### config.mk
export PLATFORM = sky130hd
export DESIGN_NAME = free_list_slot_allocator
export DESIGN_NICKNAME = d
export VERILOG_FILES = /design/src/rtl/fsa_pkg.sv /design/src/rtl/fsa_divider.sv /design/src/rtl/free_list_slot_allocator.sv
export SDC_FILE = /design/constraint.sdc
export NUM_CORES = 2
export LEC_CHECK = 0
export ABC_AREA = 1
export BUFFER_PORTS_ARGS = -buffer_cell sky130_fd_sc_hd__buf_2
export CORE_UTILIZATION = 50
export CTS_CLUSTER_DIAMETER = 100
export DETAILED_ROUTE_END_ITERATION = 6
export PLACE_DENSITY = 0.65
export SLEW_MARGIN = 20
export SYNTH_ARGS = -nofsm -noshare
export SYNTH_HDL_FRONTEND = slang
export SYNTH_SLANG_ARGS = --single-unit
### constraint.sdc
create_clock -name i_clk -period 16.3 [get_ports i_clk]
set_clock_uncertainty 0.1 [all_clocks]
set_input_delay 1.63 -clock i_clk [delete_from_list [all_inputs] [get_ports i_clk]]
set_output_delay 1.63 -clock i_clk [all_outputs]
set_load 0.03 [all_outputs]
### src/rtl/fsa_pkg.sv
// shared types, constants and helpers for the free list slot allocator
`default_nettype none

package fsa_pkg;

    // pool geometry (ALIGN_BYTES must be a power of two)
    localparam int SLOTS          = 256;
    localparam int ALIGN_BYTES    = 16;
    localparam int MIN_SLOT_BYTES = 8;

    // field widths
    localparam int IDXW     = $clog2(SLOTS);
    localparam int CAPW     = $clog2(SLOTS + 1);
    localparam int SCW      = 9;
    localparam int OBJW     = 13;
    localparam int STRW     = OBJW + 1;
    localparam int OFFW     = 20;
    localparam int FREEW    = 9;
    localparam int LIMW     = CAPW + STRW;
    localparam int CFGW     = 13;
    localparam int CFG_IDXW = 2;
    localparam int BITW     = (IDXW > 1) ? $clog2(IDXW) : 1;

    localparam logic [FREEW-1:0] FREE_MAX = FREEW'((1 << FREEW) - 1);

    // configuration reset values
    localparam logic [SCW-1:0]  RST_SLOT_COUNT   = SCW'(256);
    localparam logic [OBJW-1:0] RST_OBJECT_BYTES = OBJW'(16);

    // configuration register indexes
    localparam logic [CFG_IDXW-1:0] CFG_SLOT_COUNT   = CFG_IDXW'(0);
    localparam logic [CFG_IDXW-1:0] CFG_OBJECT_BYTES = CFG_IDXW'(1);

    // request operations
    localparam logic OP_TAKE   = 1'b0;
    localparam logic OP_RETURN = 1'b1;

    typedef logic [IDXW-1:0] t_slot;

    typedef enum logic [1:0] {
        ST_OK       = 2'd0,
        ST_EMPTY    = 2'd1,
        ST_BOUNDS   = 2'd2,
        ST_MISALIGN = 2'd3
    } t_status;

    // one free list entry
    typedef struct packed {
        logic  end_of_list;
        t_slot link;
    } t_link;

    typedef struct packed {
        logic            op;
        logic [OFFW-1:0] return_offset;
    } t_req;

    typedef struct packed {
        t_status          status;
        logic [OFFW-1:0]  slot_offset;
        logic [FREEW-1:0] free_slots;
    } t_res;

    // divider status towards the control
    typedef struct packed {
        logic  done;
        logic  exact;
        t_slot quotient;
    } t_div_res;

    // stride: object size raised to the minimum, rounded up to the alignment
    function automatic logic [STRW-1:0] calc_stride(input logic [OBJW-1:0] obj);
        logic [STRW-1:0] size;
        size = STRW'(obj);
        if (size < STRW'(MIN_SLOT_BYTES)) begin
            size = STRW'(MIN_SLOT_BYTES);
        end
        return (size + STRW'(ALIGN_BYTES - 1)) & ~STRW'(ALIGN_BYTES - 1);
    endfunction

    // capacity: slot count clamped to one .. SLOTS
    function automatic logic [CAPW-1:0] capacity_of(input logic [SCW-1:0] cnt);
        logic [SCW+CAPW-1:0] c;
        c = (SCW + CAPW)'(cnt);
        if (c < (SCW + CAPW)'(1)) begin
            c = (SCW + CAPW)'(1);
        end
        if (c > (SCW + CAPW)'(SLOTS)) begin
            c = (SCW + CAPW)'(SLOTS);
        end
        return CAPW'(c);
    endfunction

endpackage

`default_nettype wire

### src/rtl/fsa_divider.sv
// restoring divider, one quotient bit a cycle, offset by stride
`default_nettype none

module fsa_divider import fsa_pkg::*; (
    input  wire logic            i_clk,
    input  wire logic            i_rst_n,
    input  wire logic            i_start,
    input  wire logic [OFFW-1:0] i_dividend,
    input  wire logic [STRW-1:0] i_divisor,
    output t_div_res             o_res
);

    logic            r_busy;
    logic [BITW-1:0] r_bit;
    logic [LIMW-1:0] r_rem;
    logic [STRW-1:0] r_div;
    t_slot           r_quo;
    logic            r_done;

    logic [LIMW-1:0] trial;
    logic            fits;

    // shifted divisor for the current quotient bit
    always_comb begin
        trial = LIMW'(r_div) << r_bit;
        fits  = (trial <= r_rem);
    end

    // control
    always_ff @(posedge i_clk) begin
        if (!i_rst_n) begin
            r_busy <= 1'b0;
            r_done <= 1'b0;
        end else begin
            r_done <= 1'b0;
            if (i_start) begin
                r_busy <= 1'b1;
            end else if (r_busy && r_bit == BITW'(0)) begin
                r_busy <= 1'b0;
                r_done <= 1'b1;
            end
        end
    end

    // datapath
    always_ff @(posedge i_clk) begin
        if (i_start) begin
            r_rem <= LIMW'(i_dividend);
            r_div <= i_divisor;
            r_quo <= '0;
            r_bit <= BITW'(IDXW - 1);
        end else if (r_busy) begin
            if (fits) begin
                r_rem        <= r_rem - trial;
                r_quo[r_bit] <= 1'b1;
            end
            if (r_bit != BITW'(0)) begin
                r_bit <= r_bit - BITW'(1);
            end
        end
    end

    assign o_res.done     = r_done;
    assign o_res.exact    = (r_rem == '0);
    assign o_res.quotient = r_quo;

endmodule

`default_nettype wire

### src/rtl/free_list_slot_allocator.sv
// free list slot allocator: lifo free list of fixed slots held in one memory
// a take gives its result from S_TAKE after the head entry is read; a good
// return gives it once the divider is done (one divider step per quotient bit);
// an empty take or an out of bounds return is answered from S_IDLE; one request at a time
// reset and every write to the slot count or object bytes register start a linking
// sweep over all SLOTS entries with busy high; results are strobed once, no stall
`default_nettype none

module free_list_slot_allocator import fsa_pkg::*; (
    input  wire logic                i_clk,
    input  wire logic                i_rst_n,
    input  wire logic                i_start,
    input  wire t_req                i_req,
    output logic                     o_busy,
    input  wire logic                i_cfg_we,
    input  wire logic [CFG_IDXW-1:0] i_cfg_index,
    input  wire logic [CFGW-1:0]     i_cfg_data,
    output logic                     o_res_valid,
    output t_res                     o_res
);

    typedef enum logic [1:0] {
        S_INIT,
        S_IDLE,
        S_TAKE,
        S_DIV
    } t_state;

    t_state           r_state;
    t_slot            r_init_idx;
    logic [SCW-1:0]   r_slot_count;
    logic [OBJW-1:0]  r_object_bytes;
    logic [STRW-1:0]  r_stride;
    logic [LIMW-1:0]  r_limit;
    t_slot            r_head;
    logic             r_head_end;
    logic [FREEW-1:0] r_free;
    logic [OFFW-1:0]  r_take_off;
    logic             r_res_valid;
    t_res             r_res;

    t_link            r_mem [SLOTS];
    t_link            r_rd;

    logic [CAPW-1:0]  cap;
    logic [FREEW-1:0] init_free;
    logic [FREEW-1:0] n_free_dec;
    logic [FREEW-1:0] n_free_inc;
    logic             mem_we;
    t_slot            mem_addr;
    t_link            mem_wdata;
    logic             div_start;
    t_div_res         div_res;
    logic             cfg_hit;

    // capacity and free count helpers
    always_comb begin
        cap = capacity_of(r_slot_count);
        if ((CAPW + FREEW)'(cap) > (CAPW + FREEW)'(FREE_MAX)) begin
            init_free = FREE_MAX;
        end else begin
            init_free = FREEW'(cap);
        end
        n_free_dec = (r_free != '0) ? r_free - FREEW'(1) : r_free;
        n_free_inc = (r_free != FREE_MAX) ? r_free + FREEW'(1) : r_free;
        cfg_hit    = i_cfg_we && (i_cfg_index == CFG_SLOT_COUNT ||
                                  i_cfg_index == CFG_OBJECT_BYTES);
    end

    // memory write: linking sweep or push of a returned slot
    always_comb begin
        mem_we    = 1'b0;
        mem_addr  = r_init_idx;
        mem_wdata = '{end_of_list: (CAPW'(r_init_idx) == cap - CAPW'(1)),
                      link: r_init_idx + IDXW'(1)};
        if (r_state == S_INIT) begin
            mem_we = 1'b1;
        end else if (r_state == S_DIV && div_res.done && div_res.exact) begin
            mem_we    = 1'b1;
            mem_addr  = div_res.quotient;
            mem_wdata = '{end_of_list: r_head_end, link: r_head};
        end
    end

    // free list memory, read at the head every cycle
    always_ff @(posedge i_clk) begin
        if (mem_we) begin
            r_mem[mem_addr] <= mem_wdata;
        end
        r_rd <= r_mem[r_head];
    end

    // return offset to slot index
    assign div_start = (r_state == S_IDLE) && i_start && (i_req.op == OP_RETURN) &&
                       (LIMW'(i_req.return_offset) < r_limit);

    fsa_divider u_div (
        .i_clk      (i_clk),
        .i_rst_n    (i_rst_n),
        .i_start    (div_start),
        .i_dividend (i_req.return_offset),
        .i_divisor  (r_stride),
        .o_res      (div_res)
    );

    // control state, list head, free count and result register
    always_ff @(posedge i_clk) begin
        if (!i_rst_n) begin
            r_state        <= S_INIT;
            r_init_idx     <= '0;
            r_slot_count   <= RST_SLOT_COUNT;
            r_object_bytes <= RST_OBJECT_BYTES;
            r_head         <= '0;
            r_head_end     <= 1'b0;
            r_free         <= '0;
            r_res_valid    <= 1'b0;
        end else begin
            r_res_valid <= 1'b0;
            case (r_state)
                S_INIT: begin
                    r_stride   <= calc_stride(r_object_bytes);
                    r_limit    <= LIMW'(cap * r_stride);
                    r_head     <= '0;
                    r_head_end <= 1'b0;
                    r_free     <= init_free;
                    r_init_idx <= r_init_idx + IDXW'(1);
                    if (r_init_idx == IDXW'(SLOTS - 1)) begin
                        r_state <= S_IDLE;
                    end
                end
                S_IDLE: begin
                    if (i_start) begin
                        if (i_req.op == OP_TAKE) begin
                            if (r_head_end) begin
                                r_res_valid       <= 1'b1;
                                r_res.status      <= ST_EMPTY;
                                r_res.slot_offset <= '0;
                                r_res.free_slots  <= r_free;
                            end else begin
                                r_take_off <= OFFW'(r_head * r_stride);
                                r_state    <= S_TAKE;
                            end
                        end else if (LIMW'(i_req.return_offset) >= r_limit) begin
                            r_res_valid       <= 1'b1;
                            r_res.status      <= ST_BOUNDS;
                            r_res.slot_offset <= '0;
                            r_res.free_slots  <= r_free;
                        end else begin
                            r_state <= S_DIV;
                        end
                    end
                end
                S_TAKE: begin
                    r_head            <= r_rd.link;
                    r_head_end        <= r_rd.end_of_list;
                    r_free            <= n_free_dec;
                    r_res_valid       <= 1'b1;
                    r_res.status      <= ST_OK;
                    r_res.slot_offset <= r_take_off;
                    r_res.free_slots  <= n_free_dec;
                    r_state           <= S_IDLE;
                end
                S_DIV: begin
                    if (div_res.done) begin
                        r_res_valid       <= 1'b1;
                        r_res.slot_offset <= '0;
                        if (div_res.exact) begin
                            r_head           <= div_res.quotient;
                            r_head_end       <= 1'b0;
                            r_free           <= n_free_inc;
                            r_res.status     <= ST_OK;
                            r_res.free_slots <= n_free_inc;
                        end else begin
                            r_res.status     <= ST_MISALIGN;
                            r_res.free_slots <= r_free;
                        end
                        r_state <= S_IDLE;
                    end
                end
                default: begin
                    r_state <= S_INIT;
                end
            endcase
            // a write to the slot count or object bytes register restarts the linking sweep
            if (i_cfg_we && i_cfg_index == CFG_SLOT_COUNT) begin
                r_slot_count <= i_cfg_data[SCW-1:0];
            end
            if (i_cfg_we && i_cfg_index == CFG_OBJECT_BYTES) begin
                r_object_bytes <= i_cfg_data[OBJW-1:0];
            end
            if (cfg_hit) begin
                r_state    <= S_INIT;
                r_init_idx <= '0;
            end
        end
    end

    assign o_busy      = (r_state != S_IDLE);
    assign o_res_valid = r_res_valid;
    assign o_res       = r_res;

endmodule

`default_nettype wire
==> flow_summary.ini <==
[status]
run_status = finished, final reports clean

[synthesis]
synthArstFlopShare_pct = 0
synth_area_leader_cell = edfxtp_1
seq_area_frac_synth_pct = 68.6
ys_top_cells_by_count = nand2_1 (2801), edfxtp_1 (2406), nand3_1 (2337)
post-synth-top-count-cell = nand2_1
synth_warnings = 0
syn_area_per_cell_sq_um = 11.1
synth.area.top_cells = edfxtp_1 (67%), nand3_1 (11%), nand2_1 (9.8%)
ys_ff_latch = 2482
syn_area_sq_um = 107000
synth.top_cell.area_share_pct = 67.2
synthDistinctLibCells = 46
netlist_instances = 9690
synthFlopType = edfxtp_1
synth_edf_count = 2406

[cells_and_area]
fin_cells = 12553
fin_nets = 9793
design_area_sq_um = 119000
drive_above_1_share_pct = 6.07
area_delta_synth_final_pct = 10.3

[routing]
drtIter0Drc = 9398
totalWireLength_mm = 300
ant_nets = 0
via_per_inst = 5.87
routedWlPerCell_um = 23.9
first_pass_iters = 6
vias = 73688
drcViolationCount = 0

[power]
intPower_mw = 10.5
clockPowerShare_pct = 44.2
ir_drop_mv = 0.100
switching_power_mw = 2.76
netSwitchingFraction_pct = 20.8
combPwrFrac_pct = 2.9
p_seq_share_pct = 52.9
p_per_area_nw_per_um2 = 112
power.leakage_nw = 42.9

[hold_path]
min_path_type = reg -> reg

[place]
port_buffers = 68
gp_congestion = 0.903
placed_area_sq_um = 110000
dpl.cell_count = 12080
dp_hpwl_mm = 171

[clock_network]
clockRootBuffer = clkbuf_16
cts.sinks = 2482
cts_buffer_depth = 4
clkTransAtPathRegs_ns = 0.05
cts_tree = yes
clkLatencyLatePin_ns = 0.94
cts_resized = 0
htree_levels = 5
cts_buffers = 276
postCtsSetupBuffers = 0
cts_hold_buf = 0

[timing]
maxSlewHeadroom_pct = 17.1
layout_min_cycle_time_ns = 5.91
tns_ns = 0
finalMaxSlewViolations = 0
fin_crit_sh_pct = 36.3
rsz0062_at_grt = false
setup_viol = 0
tightest_slew_ns = 1.24
clock.fmax_mhz = 169
hold_viol = 0

[setup_path]
timing.critical_path.buf_inv = 4
crit_top_cell = nand2_1
critPathLaunchType = register
critPathMaxFanout = 16
crit_family = adder cells
cp-end-kind = register
path_cells = nor2_1 -> nand2_1 -> o21ai_0 -> nand2_1 -> inv_1 -> nand2_1 -> fa_1 -> inv_1 -> fa_1 -> inv_1 -> fa_1 -> fa_1 -> inv_1 -> ha_1 -> a21oi_1 -> nand2_1 -> nand2_1 -> o211ai_1 -> a21boi_0 -> o21ai_0 -> xor2_1
worstSetupPathType = reg -> reg
worstPathArrival_ns = 6.43
cpPeakStageDelay_ns = 0.56
cp_data_required_time_ns = 16.82
slowest_stage = fa_1

[die]
boundaryPins = 73
dieArea_sq_um = 217000
num_rows = 169
coreArea_sq_um = 213000
die_x_um = 466
die_h_um = 466
start_util_pct = 50.5

[global_route]
grt_first_pass_wirelength_mm = 448
overflow = 0
antenna_found_initial = 13
grt_pass1_vias = 69966
track_usage_pct = 27.3
grt_max_degree = 224

[job]
cap_violations = 0
-- power by group through the flow --
stage,clock network [mW],logic [mW],registers (mW)
floorplan,0,0.249,7.17
global placement,0,0.371,7.16
detailed placement,0,0.377,7.16
CTS,5.93,0.378,7.02
global route,6.18,0.420,7.02
finish,5.87,0.383,7.02
-- per-layer routing --
layer  wire [um]  track usage [%]  up-vias
met2      140000             42.7     3585
met4       10200             10.1        6
met5          34                0        -
li1            -                -    33433
met3       27700             4.76      515
met1      121000             38.5    36149
-- placed cells by master, fill, tap and decap left out, types with 68 or more instances in the layout --
cell,netlist,layout
buf_4,5,79
edfxtp_1,2406,2406
fa_1,104,104
o21ai_0,105,98
nor2_1,462,460
inv_1,377,377
buf_2,18,68
dfxtp_1,76,69
nand3_1,2337,2337
a21oi_1,102,101
nand2_1,2801,2788
clkbuf_16,0,285
ha_1,109,109
-- worst register-to-register path, stage by stage, from the launching register on --
cell	delay, ns
dfxtp_1	0.53
nor2_1	0.18
nand2_1	0.07
o21ai_0	0.21
nand2_1	0.36
inv_1	0.32
nand2_1	0.12
fa_1	0.56
inv_1	0.05
fa_1	0.49
inv_1	0.05
fa_1	0.49
fa_1	0.49
inv_1	0.05
ha_1	0.33
a21oi_1	0.16
nand2_1	0.11
nand2_1	0.07
o211ai_1	0.12
a21boi_0	0.44
o21ai_0	0.18
xor2_1	0.17
-- final timing paths --
path | slack, ns | to | start | cells past startpoint
max | 10.39 | r_limit[20] | r_slot_count[8] | 21
min | 0.37 | r_slot_count[0] | r_slot_count[0] | 2
max reg2reg | 10.39 | r_limit[20] | r_slot_count[8] | 21
min reg2reg | 0.37 | r_slot_count[0] | r_slot_count[0] | 2
-- metrics by stage --
stage	hold WS (ns)	util [%]	total power [mW]	setup slack [ns]
6_report	0.371	55.7	13.3	10.39
5_1_grt	0.378	55.7	13.6	9.98
4_1_cts	0.367	55.6	13.3	10.39
3_5_place_dp	0.357	51.7	7.54	10.42
3_3_place_gp	0.351	51.7	7.53	10.44
2_1_floorplan	0.324	-	7.41	2.79
-- cell families after synthesis --
family          share of synthesized area [%]
fa+ha+maj                                3.21
other cells                           0.00349
flops                                    68.6
buf+inv                                  3.49
simple gates                             22.7
compound gates                           1.41
xor+xnor                                0.530
-- state kept, by name, summed over array words and instances, names as in the netlist --
register        flops
u_div.r_div        10
r_head              8
u_div.r_bit         3
r_free              9
u_div.r_done        1
r_stride           10
r_head_end          1
o_res_valid         1
u_div.r_busy        1
r_slot_count        9
r_rd                9
r_state             2
u_div.r_quo         8
r_mem            2304
r_take_off         16
r_object_bytes     13
u_div.r_rem        23
r_init_idx          8
o_res              27
r_limit            19
-- area by class of cell --
| type | instances | area (sq um) |
|---|---|---|
| multi-input cells | 6225 | 30100 |
| inverters | 391 | 1500 |
| diodes | 9 | 22.5 |
| repair buffers | 164 | 1300 |
| well taps | 2821 | 3530 |
| flip-flops and latches | 2482 | 73800 |
| fillers | 17533 | 94400 |
| clock inverters | 127 | 975 |
| clock buffers | 334 | 7370 |
Note: power is estimated with default switching activity, not from simulation.
